[config.mk]
export PLATFORM = sky130hd
export DESIGN_NAME = xex_segment_stream_loader_core
export DESIGN_NICKNAME = d
export VERILOG_FILES = /design/src/xssl_pkg.sv /design/src/xssl_parser.sv /design/src/xssl_out_reg.sv /design/src/xex_segment_stream_loader_core.sv
export SDC_FILE = /design/constraint.sdc
export NUM_CORES = 1
export LEC_CHECK = 0
export BUFFER_PORTS_ARGS = -buffer_cell sky130_fd_sc_hd__buf_2
export CELL_PAD_IN_SITES_DETAIL_PLACEMENT = 1
export CELL_PAD_IN_SITES_GLOBAL_PLACEMENT = 1
export CORE_MARGIN = 5
export CORE_UTILIZATION = 25
export DETAILED_ROUTE_END_ITERATION = 8
export GPL_ROUTABILITY_DRIVEN = 0
export PLACE_DENSITY_LB_ADDON = 0.3
export SYNTH_ARGS = -nofsm -noshare
export SYNTH_HDL_FRONTEND = slang
export SYNTH_SLANG_ARGS = --single-unit
[constraint.sdc]
create_clock -name aclk -period 6.3 [get_ports aclk]
set_clock_uncertainty 0.05 [all_clocks]
set_input_delay 1.575 -clock aclk [delete_from_list [all_inputs] [get_ports aclk]]
set_output_delay 1.575 -clock aclk [all_outputs]
set_load 0.05 [all_outputs]
[src/xssl_pkg.sv]
// ============================================================================
// xssl_pkg - segment stream loader shared definitions
// Word formats, parser phases, error codes and register indexes.
// ============================================================================
package xssl_pkg;

    localparam int ADDR_W    = 16;
    localparam int BYTE_W    = 8;
    localparam int CFG_IDX_W = 4;

    localparam logic [BYTE_W-1:0] HDR_BYTE   = 8'hFF;
    localparam logic [ADDR_W-1:0] SEG_MARKER = 16'hFFFF;

    localparam logic KIND_DATA = 1'b0;
    localparam logic KIND_EOF  = 1'b1;

    localparam logic [CFG_IDX_W-1:0] REG_INIT_VEC = 4'd0;
    localparam logic [CFG_IDX_W-1:0] REG_RUN_VEC  = 4'd1;

    localparam logic [ADDR_W-1:0] INIT_VEC_RST = 16'd738;
    localparam logic [ADDR_W-1:0] RUN_VEC_RST  = 16'd736;

    typedef enum logic [3:0] {
        PH_HDR0,
        PH_HDR1,
        PH_START_LO,
        PH_START_HI,
        PH_START2_LO,
        PH_START2_HI,
        PH_END_LO,
        PH_END_HI,
        PH_DATA,
        PH_ERROR
    } phase_t;

    typedef enum logic [2:0] {
        ERR_NONE,
        ERR_SHORT_HDR,
        ERR_BAD_HDR,
        ERR_END_CUT,
        ERR_END_BEFORE_START,
        ERR_DATA_CUT,
        ERR_NO_SEGMENTS
    } err_t;

    typedef struct packed {
        logic              kind;
        logic [BYTE_W-1:0] data_byte;
    } in_word_t;

    typedef struct packed {
        logic              write_valid;
        logic [ADDR_W-1:0] write_addr;
        logic [BYTE_W-1:0] write_data;
        logic              segment_done;
        logic [ADDR_W-1:0] segment_start;
        logic [ADDR_W-1:0] segment_end;
        logic              init_valid;
        logic [ADDR_W-1:0] init_addr;
        logic              run_valid;
        logic [ADDR_W-1:0] run_addr;
        logic              load_done;
        logic [2:0]        error_code;
    } out_word_t;

endpackage

[src/xssl_parser.sv]
// ============================================================================
// xssl_parser - segment file parser
// Holds the parse state and builds the result word for each input word.
// ============================================================================
module xssl_parser (
    input  logic                      aclk,
    input  logic                      aresetn,
    input  logic                      in_fire,
    input  xssl_pkg::in_word_t        in_word,
    input  logic [xssl_pkg::ADDR_W-1:0] init_vec_addr,
    input  logic [xssl_pkg::ADDR_W-1:0] run_vec_addr,
    output xssl_pkg::out_word_t       result
);
    import xssl_pkg::*;

    phase_t              phase_reg, phase_next;
    logic [BYTE_W-1:0]   low_hold_reg, low_hold_next;
    logic [ADDR_W-1:0]   seg_start_reg, seg_start_next;
    logic [ADDR_W-1:0]   seg_end_reg, seg_end_next;
    logic [ADDR_W-1:0]   cur_addr_reg, cur_addr_next;
    logic [ADDR_W-1:0]   init_shadow_reg, init_shadow_next;
    logic [ADDR_W-1:0]   run_shadow_reg, run_shadow_next;
    logic                any_seg_reg, any_seg_next;
    err_t                err_reg, err_next;

    logic [BYTE_W-1:0]   b;
    logic [ADDR_W-1:0]   word;
    logic [ADDR_W:0]     ia, ia1, ra, ra1, cur17, start17, end17;
    logic [ADDR_W-1:0]   init_upd, run_upd, run_clr;
    logic                seg_last, cov_init, cov_run, init_hit, run_hit;
    logic                hdr_ok, end_ok;
    logic                is_eof;

    assign b      = in_word.data_byte;
    assign is_eof = (in_word.kind == KIND_EOF);
    assign word   = {b, low_hold_reg};

    // 17-bit compares so that vector + 1 never wraps
    assign ia      = {1'b0, init_vec_addr};
    assign ia1     = ia + 17'd1;
    assign ra      = {1'b0, run_vec_addr};
    assign ra1     = ra + 17'd1;
    assign cur17   = {1'b0, cur_addr_reg};
    assign start17 = {1'b0, seg_start_reg};
    assign end17   = {1'b0, seg_end_reg};

    assign hdr_ok   = (low_hold_reg == HDR_BYTE) && (b == HDR_BYTE);
    assign end_ok   = (word >= seg_start_reg);
    assign seg_last = (cur_addr_reg == seg_end_reg);
    assign cov_init = (start17 <= ia) && (end17 >= ia1);
    assign cov_run  = (start17 <= ra) && (end17 >= ra1);

    // vector shadows after this data byte lands
    always_comb begin
        init_upd = init_shadow_reg;
        run_upd  = run_shadow_reg;
        if (cur17 == ia)  init_upd[7:0]  = b;
        if (cur17 == ia1) init_upd[15:8] = b;
        if (cur17 == ra)  run_upd[7:0]   = b;
        if (cur17 == ra1) run_upd[15:8]  = b;
    end

    assign init_hit = cov_init && (init_upd != '0);

    // init vector is consumed once reported; run bytes aliasing it read zero
    always_comb begin
        run_clr = run_upd;
        if (init_hit) begin
            if (ra == ia || ra == ia1)   run_clr[7:0]  = '0;
            if (ra1 == ia || ra1 == ia1) run_clr[15:8] = '0;
        end
    end

    assign run_hit = cov_run && (run_clr != '0);

    // next phase
    always_comb begin
        phase_next = phase_reg;
        if (is_eof) begin
            phase_next = PH_HDR0;
        end else begin
            case (phase_reg)
                PH_HDR0:      phase_next = PH_HDR1;
                PH_HDR1:      phase_next = hdr_ok ? PH_START_LO : PH_ERROR;
                PH_START_LO:  phase_next = PH_START_HI;
                PH_START_HI:  phase_next = (word == SEG_MARKER) ? PH_START2_LO : PH_END_LO;
                PH_START2_LO: phase_next = PH_START2_HI;
                PH_START2_HI: phase_next = PH_END_LO;
                PH_END_LO:    phase_next = PH_END_HI;
                PH_END_HI:    phase_next = end_ok ? PH_DATA : PH_ERROR;
                PH_DATA:      phase_next = seg_last ? PH_START_LO : PH_DATA;
                PH_ERROR:     phase_next = PH_ERROR;
                default:      phase_next = PH_HDR0;
            endcase
        end
    end

    // datapath next values and result word
    always_comb begin
        low_hold_next    = low_hold_reg;
        seg_start_next   = seg_start_reg;
        seg_end_next     = seg_end_reg;
        cur_addr_next    = cur_addr_reg;
        init_shadow_next = init_shadow_reg;
        run_shadow_next  = run_shadow_reg;
        any_seg_next     = any_seg_reg;
        err_next         = err_reg;
        result           = '0;

        if (is_eof) begin
            result.load_done = 1'b1;
            case (phase_reg)
                PH_HDR0, PH_HDR1:       result.error_code = ERR_SHORT_HDR;
                PH_START_LO, PH_START_HI,
                PH_START2_LO, PH_START2_HI:
                    result.error_code = any_seg_reg ? ERR_NONE : ERR_NO_SEGMENTS;
                PH_END_LO, PH_END_HI:   result.error_code = ERR_END_CUT;
                PH_DATA:                result.error_code = ERR_DATA_CUT;
                default:                result.error_code = err_reg;
            endcase
            low_hold_next    = '0;
            seg_start_next   = '0;
            seg_end_next     = '0;
            cur_addr_next    = '0;
            init_shadow_next = '0;
            run_shadow_next  = '0;
            any_seg_next     = 1'b0;
            err_next         = ERR_NONE;
        end else begin
            case (phase_reg)
                PH_HDR0, PH_START_LO, PH_START2_LO, PH_END_LO: begin
                    low_hold_next = b;
                end
                PH_HDR1: begin
                    if (!hdr_ok) err_next = ERR_BAD_HDR;
                end
                PH_START_HI: begin
                    if (word != SEG_MARKER) seg_start_next = word;
                end
                PH_START2_HI: begin
                    seg_start_next = word;
                end
                PH_END_HI: begin
                    seg_end_next = word;
                    if (!end_ok) begin
                        err_next = ERR_END_BEFORE_START;
                    end else begin
                        cur_addr_next    = seg_start_reg;
                        init_shadow_next = '0;
                        run_shadow_next  = '0;
                    end
                end
                PH_DATA: begin
                    result.write_valid = 1'b1;
                    result.write_addr  = cur_addr_reg;
                    result.write_data  = b;
                    init_shadow_next   = init_upd;
                    run_shadow_next    = run_upd;
                    if (seg_last) begin
                        result.segment_done  = 1'b1;
                        result.segment_start = seg_start_reg;
                        result.segment_end   = seg_end_reg;
                        if (init_hit) begin
                            result.init_valid = 1'b1;
                            result.init_addr  = init_upd;
                            init_shadow_next  = '0;
                        end
                        run_shadow_next = run_clr;
                        if (run_hit) begin
                            result.run_valid = 1'b1;
                            result.run_addr  = run_clr;
                        end
                        any_seg_next = 1'b1;
                    end else begin
                        cur_addr_next = cur_addr_reg + 16'd1;
                    end
                end
                default: begin
                end
            endcase
        end
    end

    always_ff @(posedge aclk) begin
        if (!aresetn) begin
            phase_reg       <= PH_HDR0;
            low_hold_reg    <= '0;
            seg_start_reg   <= '0;
            seg_end_reg     <= '0;
            cur_addr_reg    <= '0;
            init_shadow_reg <= '0;
            run_shadow_reg  <= '0;
            any_seg_reg     <= 1'b0;
            err_reg         <= ERR_NONE;
        end else if (in_fire) begin
            phase_reg       <= phase_next;
            low_hold_reg    <= low_hold_next;
            seg_start_reg   <= seg_start_next;
            seg_end_reg     <= seg_end_next;
            cur_addr_reg    <= cur_addr_next;
            init_shadow_reg <= init_shadow_next;
            run_shadow_reg  <= run_shadow_next;
            any_seg_reg     <= any_seg_next;
            err_reg         <= err_next;
        end
    end

endmodule

[src/xssl_out_reg.sv]
// ============================================================================
// xssl_out_reg - result output register
// One-deep result register; refills in the cycle it is drained.
// ============================================================================
module xssl_out_reg (
    input  logic                 aclk,
    input  logic                 aresetn,
    input  logic                 load,
    input  xssl_pkg::out_word_t  load_word,
    output logic                 can_load,
    output logic                 m_valid,
    input  logic                 m_ready,
    output xssl_pkg::out_word_t  m_data
);
    import xssl_pkg::*;

    logic      valid_reg, valid_next;
    out_word_t data_reg;

    assign can_load = !valid_reg || m_ready;

    always_comb begin
        valid_next = valid_reg;
        if (load)
            valid_next = 1'b1;
        else if (m_ready)
            valid_next = 1'b0;
    end

    always_ff @(posedge aclk) begin
        if (!aresetn) begin
            valid_reg <= 1'b0;
        end else begin
            valid_reg <= valid_next;
        end
    end

    always_ff @(posedge aclk) begin
        if (load) begin
            data_reg <= load_word;
        end
    end

    assign m_valid = valid_reg;
    assign m_data  = data_reg;

endmodule

[src/xex_segment_stream_loader_core.sv]
// ============================================================================
// xex_segment_stream_loader_core - segment file stream loader
// Parses an executable segment file a byte a word and emits memory writes.
// ============================================================================
// Usage:
//   s_*   : input words {kind, data_byte}. kind=0 carries a file byte,
//           kind=1 marks end of file and closes the load.
//   m_*   : one result word per input word: a memory write for each
//           segment data byte, segment bounds and init/run vectors on the
//           last byte of a segment, load_done plus error_code on end of file.
//   cfg_* : register writes (index 0 init vector address, index 1 run
//           vector address); always ready, write only while idle.
// Timing: a result appears on m_* in the cycle after its input word is taken.
// Throughput: one word per cycle while m_* is not stalled; the parser
//   is a single registered pass of byte-wide state updates and 17-bit compares.
// Stall: the result register holds while m_ready is low, and s_ready drops
//   until it drains; s_ready follows m_ready in the same cycle.
// Reset: parser returns to waiting for the FF FF header, vector addresses
//   return to 738 (init) and 736 (run), the result register empties.
// ============================================================================
module xex_segment_stream_loader_core (
    input  logic                           aclk,
    input  logic                           aresetn,
    input  logic                           s_valid,
    output logic                           s_ready,
    input  xssl_pkg::in_word_t             s_data,
    output logic                           m_valid,
    input  logic                           m_ready,
    output xssl_pkg::out_word_t            m_data,
    input  logic                           cfg_valid,
    output logic                           cfg_ready,
    input  logic [xssl_pkg::CFG_IDX_W-1:0] cfg_index,
    input  logic [xssl_pkg::ADDR_W-1:0]    cfg_wdata
);
    import xssl_pkg::*;

    logic [ADDR_W-1:0] init_vec_reg, init_vec_next;
    logic [ADDR_W-1:0] run_vec_reg, run_vec_next;
    logic              in_fire;
    logic              can_load;
    out_word_t         result;

    // config registers; unknown indexes are dropped
    assign cfg_ready = 1'b1;

    always_comb begin
        init_vec_next = init_vec_reg;
        run_vec_next  = run_vec_reg;
        if (cfg_valid) begin
            case (cfg_index)
                REG_INIT_VEC: init_vec_next = cfg_wdata;
                REG_RUN_VEC:  run_vec_next  = cfg_wdata;
                default: begin
                end
            endcase
        end
    end

    always_ff @(posedge aclk) begin
        if (!aresetn) begin
            init_vec_reg <= INIT_VEC_RST;
            run_vec_reg  <= RUN_VEC_RST;
        end else begin
            init_vec_reg <= init_vec_next;
            run_vec_reg  <= run_vec_next;
        end
    end

    // take a word whenever the result register can take its result
    assign s_ready = can_load;
    assign in_fire = s_valid && can_load;

    xssl_parser u_parser (
        .aclk          (aclk),
        .aresetn       (aresetn),
        .in_fire       (in_fire),
        .in_word       (s_data),
        .init_vec_addr (init_vec_reg),
        .run_vec_addr  (run_vec_reg),
        .result        (result)
    );

    xssl_out_reg u_out_reg (
        .aclk      (aclk),
        .aresetn   (aresetn),
        .load      (in_fire),
        .load_word (result),
        .can_load  (can_load),
        .m_valid   (m_valid),
        .m_ready   (m_ready),
        .m_data    (m_data)
    );

endmodule
==> results.md, run 1 <==
- Status: complete, no violations
- Tot GR Track Use: 0.173
- DRT iter0 DRCs: 934
- Unrepaired setup endpoints after global routing: false
- Cells after synthesis: between 1500 and 2000
- Core outline area: 56200 µm²
- Register area share after synthesis: 0.386
- Post-synth ARST share: 0
- DP HPWL: ~41 mm
- Die height: 247 µm
- Reg-to-reg startpoint: init_vec_reg[0]
- Clock slew at reported path FFs: around 0.06 ns
- H-tree Lvls: 1
- Met1 WL: between 20 and 25 mm
- Wire per inst: around 23 µm
- Die Span X: between 200 and 250 µm
- Row cnt: 87
- Fin. max-slew vios: 0
- Area grow syn2layout: 14.1%
- Hold_buf cts: 0
- Grt total ovfl: 0
- Layout Nets: approximately 1800
- Most frequent cells in the layout: nor2_1, nand2_1, buf_2, dfxtp_1, a21oi_1
- Critical path arrival: 5.40 ns
- Total CTS buffers: 25
- Vias/cell: 5.09
- Synthesized-area fraction occupied by adder cells: 0.0737
- Clk Latency, worst-skew pair: 0.56 ns
- Die area: 61200 µm²
- Final ANT Viol Nets: 0
- Worst setup path category: flop to flop
- Compound-Gate Fraction of Synth Area: 0.146
- Hold Vio Cnt, Final: 0
- IO buf count: between 100 and 150
- Required time of the worst setup path: roughly 6.6 ns
- Met2 wire len: 25.4 mm
- FF-to-FF setup slack: 1.22 ns
- Initial antenna violation count: 2
- VDD IR max: roughly 0.17 mV
- P_leak: 0.00602 µW
- Drt pass-1 iters: 5
- CP most frequent cell: o211ai_1
- Post-synthesis mux area share: 0.0342
- YS warnings: 0
- Storage cell area: roughly 5400 µm²
- Reg2Reg Depth: 14
- Post-DP Area: 15400 µm²
- Buf/Inv on CP: 0
- Area contributors post-synth: edfxtp_1, dfxtp_1, ha_1
- Worst rel slew slack: 0.106
- Max stage delay on crit path: 0.62 ns
- Syn nets: 1724
- Ant. Diodes: 0
- First-pass GRT wire length: 81.7 mm
- Share of cells above drive strength 1: 0.127
- Post-CTS Setup Inserts: 0
- Final instance area: 16100 µm²
- Fmax: 197 MHz
- Cts repair resizes: 0
- Worst min path class: flop to flop
- DRC: 0
- Yosys cell types: 75
- Total power per unit cell area: 209 nW/µm²
- Post-synth EDFFs: 96
- Final Cycle Share: 0.807
- Mean Syn Cell Area: 8.77 µm²
- Initial core utilization: 0.251
- Simple-gate share of the synthesized area: 0.206
- CTS root buf: clkbuf_16
- XOR/XNOR Fraction of Synth Area: 0.0946
- Multi-input logic area: 7830 µm²
- CP top delay family: compound AO/OA/AOI/OAI gates
- Crit-path max FO: 12
- Commonest non-fill, non-tap cell in the layout: nor2_1
- Critical Path Slowest Stage Cell: dfxtp_1
- Max reg flops: 96
- Share of the synthesized area in the top cell type: 0.204
- HP Start: u_parser.seg_end_reg[0]
- Final setup viols: 0
- Clock tree from TritonCTS: yes
- Clock Sinks: 224
- Hold Path End: u_parser.seg_end_reg[0]
- Area leader, netlist: edfxtp_1
- Clk buf depth: 3
- Setup TNS: 0 ns
- Main combinational cell family by area after synthesis: simple AND/OR/NAND/NOR gates
- Routed vias: 12413
- Max-cap violations: 0
- Critical Path Source Type: flop
- Reg2Reg Capture Point: u_out_reg.m_data[12]
- Endpoint kind of the worst setup timing path: flop
- Fin crit period: between 5 and 6 ns
- Routed length on met3: around 3.4 mm
- Max layer used: met5
- Worst-Margin Slew: 1.34 ns
- Hold Slack: 0.438 ns
- WHS Path Cells: 2
- Largest net degree at the start of global routing: 82
- Main synth FF type: dfxtp_1
- Filler cell count: 6646
- Synth Cell Area: 14100 µm²
- Io pins: about 130
- Number of global-route vias before repair: 12719
- Final Routed Wirelength: approximately 55 mm
- Crit path cell chain: ha_1 > nand4_1 > nor4_1 > xnor2_1 > ha_1 > a2111oi_0 > o211ai_1 > a21oi_1 > o21ai_0 > o2111ai_1 > nor2_1 > o211ai_1 > o211ai_1 > a21oi_1
- Seq cells post-synth: around 220
## synth_stat cells, types with 14 or more instances
cell type / instances
nor4_1: 34
a22o_1: 15
dfxtp_1: 128
xnor2_1: 86
mux2i_1: 47
xor2_1: 56
or3_1: 14
nand2_1: 154
o22ai_1: 15
nor2b_1: 14
ha_1: 83
and2_1: 33
o211ai_1: 21
nand3_1: 41
nor3_1: 36
a21oi_1: 110
clkbuf_1: 89
edfxtp_1: 96
a211oi_1: 15
inv_1: 87
a21o_1: 21
nand4_1: 41
o21ai_0: 31
nor2_1: 159
## how the worst max path moves through the flow
stage | to | slack, ns | start | depth (start not counted)
2_1_floorplan | u_parser.seg_end_reg[11] | 0.96 | m_ready | 7
3_3_place_gp | u_parser.run_shadow_reg[12] | 0.73 | run_vec_reg[0] | 11
3_5_place_dp | u_out_reg.m_data[9] | 1.27 | init_vec_reg[0] | 14
4_1_cts | u_out_reg.m_data[9] | 1.24 | init_vec_reg[0] | 14
5_1_grt | u_parser.run_shadow_reg[14] | 0.82 | run_vec_reg[0] | 12
6_report | u_out_reg.m_data[12] | 1.22 | init_vec_reg[0] | 14
## layer usage
metal / GRT usage / up-vias
met2: 0.286 / 345
met1: 0.231 / 6152
li1: - / 5821
met3: 0.0349 / 93
met4: 0.0499 / 2
met5: 0 / -
## power by group
| part | total (µW) | switching [µW] | internal, µW |
|---|---|---|---|
| sequential | 1590 | 41.5 | 1550 |
| clock | 1360 | 613 | 745 |
| combinational | 412 | 306 | 107 |
| total | 3360 | 960 | 2400 |
## per-stage QoR
stage / power, µW / instances / setup WS (ns) / util
final: 3360 / 2439 / 1.22 / 0.286
after global routing: 3510 / 2439 / 0.820 / 0.286
after CTS: 3410 / 2439 / 1.24 / 0.286
after detailed placement: 2040 / 2394 / 1.27 / 0.273
after global placement: 2030 / 2393 / 0.725 / 0.273
after floorplan: 1900 / 1607 / 0.961 / -
## cell type report
type / count / share of cell area
clock buffers: 33 / 0.0414
clock inverters: 12 / 0.00451
inverters: 91 / 0.0214
multi-input cells: 1175 / 0.487
flip-flops and latches: 224 / 0.338
well taps: 756 / 0.0588
repair buffers: 148 / 0.0488
## worst reg2reg max path: stages, from the launching register on
cell and delay, ns:
dfxtp_1 0.62, ha_1 0.36, nand4_1 0.49, nor4_1 0.51, xnor2_1 0.32, ha_1 0.35, a2111oi_0 0.53, o211ai_1 0.16
a21oi_1 0.14, o21ai_0 0.09, o2111ai_1 0.24, nor2_1 0.17, o211ai_1 0.23, o211ai_1 0.33, a21oi_1 0.31
## cell families after synthesis
| family | Yosys count |
|---|---|
| adder cells (fa/ha/maj) | 83 |
| other | 1 |
| buffers and inverters | 208 |
| multiplexers | 48 |
| flip-flops | 224 |
| AO/OA/AOI/OAI | 307 |
| AND/OR/NAND/NOR | 590 |
| XOR/XNOR | 146 |
(Power assumes the default switching activity.)
==> inputs of run 2 (changes only) <==
clock period = 4.1 ns   (was 6.3 ns; I/O delays follow)
==> run 2 against run 1 <==
Final area grew 5.4%; global-route usage grew 0.68 points; largest cell class unchanged; maximum frequency is 31% higher; register-to-register slack got worse by 0.99 ns; sequential cell count is the same; non-clock buffer count is 88 higher; hold slack improved by 0.00088 ns; clock-buffer cell count up 9; final cell count rose by 3.8%; die area unchanged; combinational power rose by 66%; sequential power rose by 53%; highest routed layer is now met4.
==> results.md, run 2 (same netlist as run 1, synthesis figures left out) <==
- Critical Path Slowest Stage Cell: a2111o_1
- Critical path arrival: 4.27 ns
- Storage cell area: between 5000 and 6000 µm²
- Ant. Diodes: 0
- Worst-Margin Slew: 0.792 ns
- Fin. max-slew vios: 0
- VDD IR max: 0.307 mV
- First-pass GRT wire length: 84.9 mm
- Required time of the worst setup path: 4.49 ns
- Clock tree from TritonCTS: yes
- Worst min path class: flop to flop
- Fmax: ~260 MHz
- Buf/Inv on CP: 2
- Reg2Reg Capture Point: u_parser.run_shadow_reg[5]
- Grt total ovfl: 0
- Final Cycle Share: 0.945
- Wire per inst: around 22 µm
- Reg-to-reg startpoint: init_vec_reg[0]
- Share of cells above drive strength 1: 0.178
- FF-to-FF setup slack: 0.22 ns
- Hold Slack: 0.439 ns
- CP top delay family: compound AO/OA/AOI/OAI gates
- Clk buf depth: 3
- Total CTS buffers: 27
- Tot GR Track Use: 0.180
- Drt pass-1 iters: 5
- P_leak: 0.00654 µW
- Setup TNS: 0 ns
- Reg2Reg Depth: 14
- Die Span X: between 200 and 250 µm
- HP Start: u_parser.seg_end_reg[0]
- Dpl ws: 0.109 ns
- Hold Vio Cnt, Final: 0
- DP HPWL: 43.8 mm
- H-tree Lvls: 1
- Row cnt: 87
- Max-cap violations: 0
- Clk Latency, worst-skew pair: 0.56 ns
- Final ANT Viol Nets: 0
- Filler cell count: 6661
- Hold Path End: u_parser.seg_end_reg[0]
- Fin crit period: 3.88 ns
- Core outline area: between 50000 and 60000 µm²
- Commonest non-fill, non-tap cell in the layout: nor2_1
- Crit-path max FO: 10
- Max stage delay on crit path: between 0.3 and 0.4 ns
- Setup ws final: 0.224 ns
- Layout Nets: between 1500 and 2000
- Area grow syn2layout: 20.3%
- Number of global-route vias before repair: 13351
- Worst setup path category: flop to flop
- Max reg flops: 96
- Most frequent cells in the layout: nor2_1, nand2_1, buf_2, dfxtp_1, a21oi_1
- Total power per unit cell area: about 330 nW/µm²
- Final setup viols: 0
- Multi-input logic area: approximately 8000 µm²
- IO buf count: 131
- Clock slew at reported path FFs: ~0.060 ns
- DRC: 0
- Status: complete, no violations
- Initial core utilization: 0.251
- Critical Path Source Type: flop
- Final Routed Wirelength: 56.7 mm
- Initial antenna violation count: 1
- WHS Path Cells: 2
- Post-CTS Setup Inserts: 0
- Design Power: 5540 µW
- Worst rel slew slack: 0.468
- Endpoint kind of the worst setup timing path: flop
- Vias/cell: 5.04
- Io pins: about 130
- Clock Sinks: approximately 220
- CTS root buf: clkbuf_16
- Die height: 247 µm
- DRT iter0 DRCs: 1006
- Largest net degree at the start of global routing: 57
- Crit path cell chain: ha_1 > nand4_1 > buf_4 > nor2_1 > xnor2_1 > ha_1 > nand4_1 > o21ai_0 > o2111ai_2 > buf_4 > or3_1 > a2111o_1 > and2_1 > a32o_1
- Die area: just over 60000 µm²
- Routed vias: 12746
-- run 2: changes by cell type in the layout (fill, tap and decap cells not counted), moves of 2 or more --
cell        before  now
buf_4           16  105
clkbuf_8         1    7
clkinv_1         7    3
clkbuf_16       25   28
clkinv_2         5    2
clkinvlp_4       0    2
-- run 2: per-stage QoR --
step | std cells | util | instance area [µm²]
floorplan | 1607 | - | 14100
global placement | 2482 | 0.285 | 16000
detailed placement | 2482 | 0.285 | 16000
CTS | 2531 | 0.301 | 16900
global route | 2531 | 0.302 | 17000
finish | 2531 | 0.302 | 17000
-- run 2: timing repair --
action	CTS	global route
resized for setup	0	8
hold buffers	0	0
setup endpoints to repair	0	65
-- run 2: area by class of cell --
type                            instances  area share
Clock buffer                           42      0.0486
Clock inverter                          7     0.00458
Inverter                               91      0.0204
Multi-Input combinational cell       1175       0.464
Sequential cell                       224       0.321
Tap cell                              756      0.0558
Timing Repair Buffer                  236      0.0852
-- run 2: worst max-delay path by stage --
stage	startpoint	end	slack, ns	cells past startpoint
6_report	init_vec_reg[0]	u_parser.run_shadow_reg[5]	0.22	14
3_3_place_gp	init_vec_reg[0]	u_out_reg.m_data[23]	0.13	14
4_1_cts	init_vec_reg[0]	u_out_reg.m_data[30]	0.06	14
5_1_grt	init_vec_reg[3]	u_parser.run_shadow_reg[5]	-0.009	15
3_5_place_dp	init_vec_reg[0]	u_out_reg.m_data[30]	0.11	14
2_1_floorplan	m_ready	u_parser.seg_end_reg[10]	0.005	7
-- run 2: layer usage --
layer	track usage	vias to the layer above	wire length, µm
met4	0.0573	0	2070
met5	0	-	0
met3	0.0258	100	2940
li1	-	5989	-
met2	0.295	337	25800
met1	0.246	6320	25900
-- run 2: power breakdown --
part	internal, µW	switching [µW]
Combinational	191	492
Sequential	2390	54.6
Clock	1440	975
Total	4020	1520
-- run 2: tightest hold or removal path: stages, from the launching register on --
cell and delay, ns:
dfxtp_1 0.33, nand2_1 0.06, a21oi_1 0.05
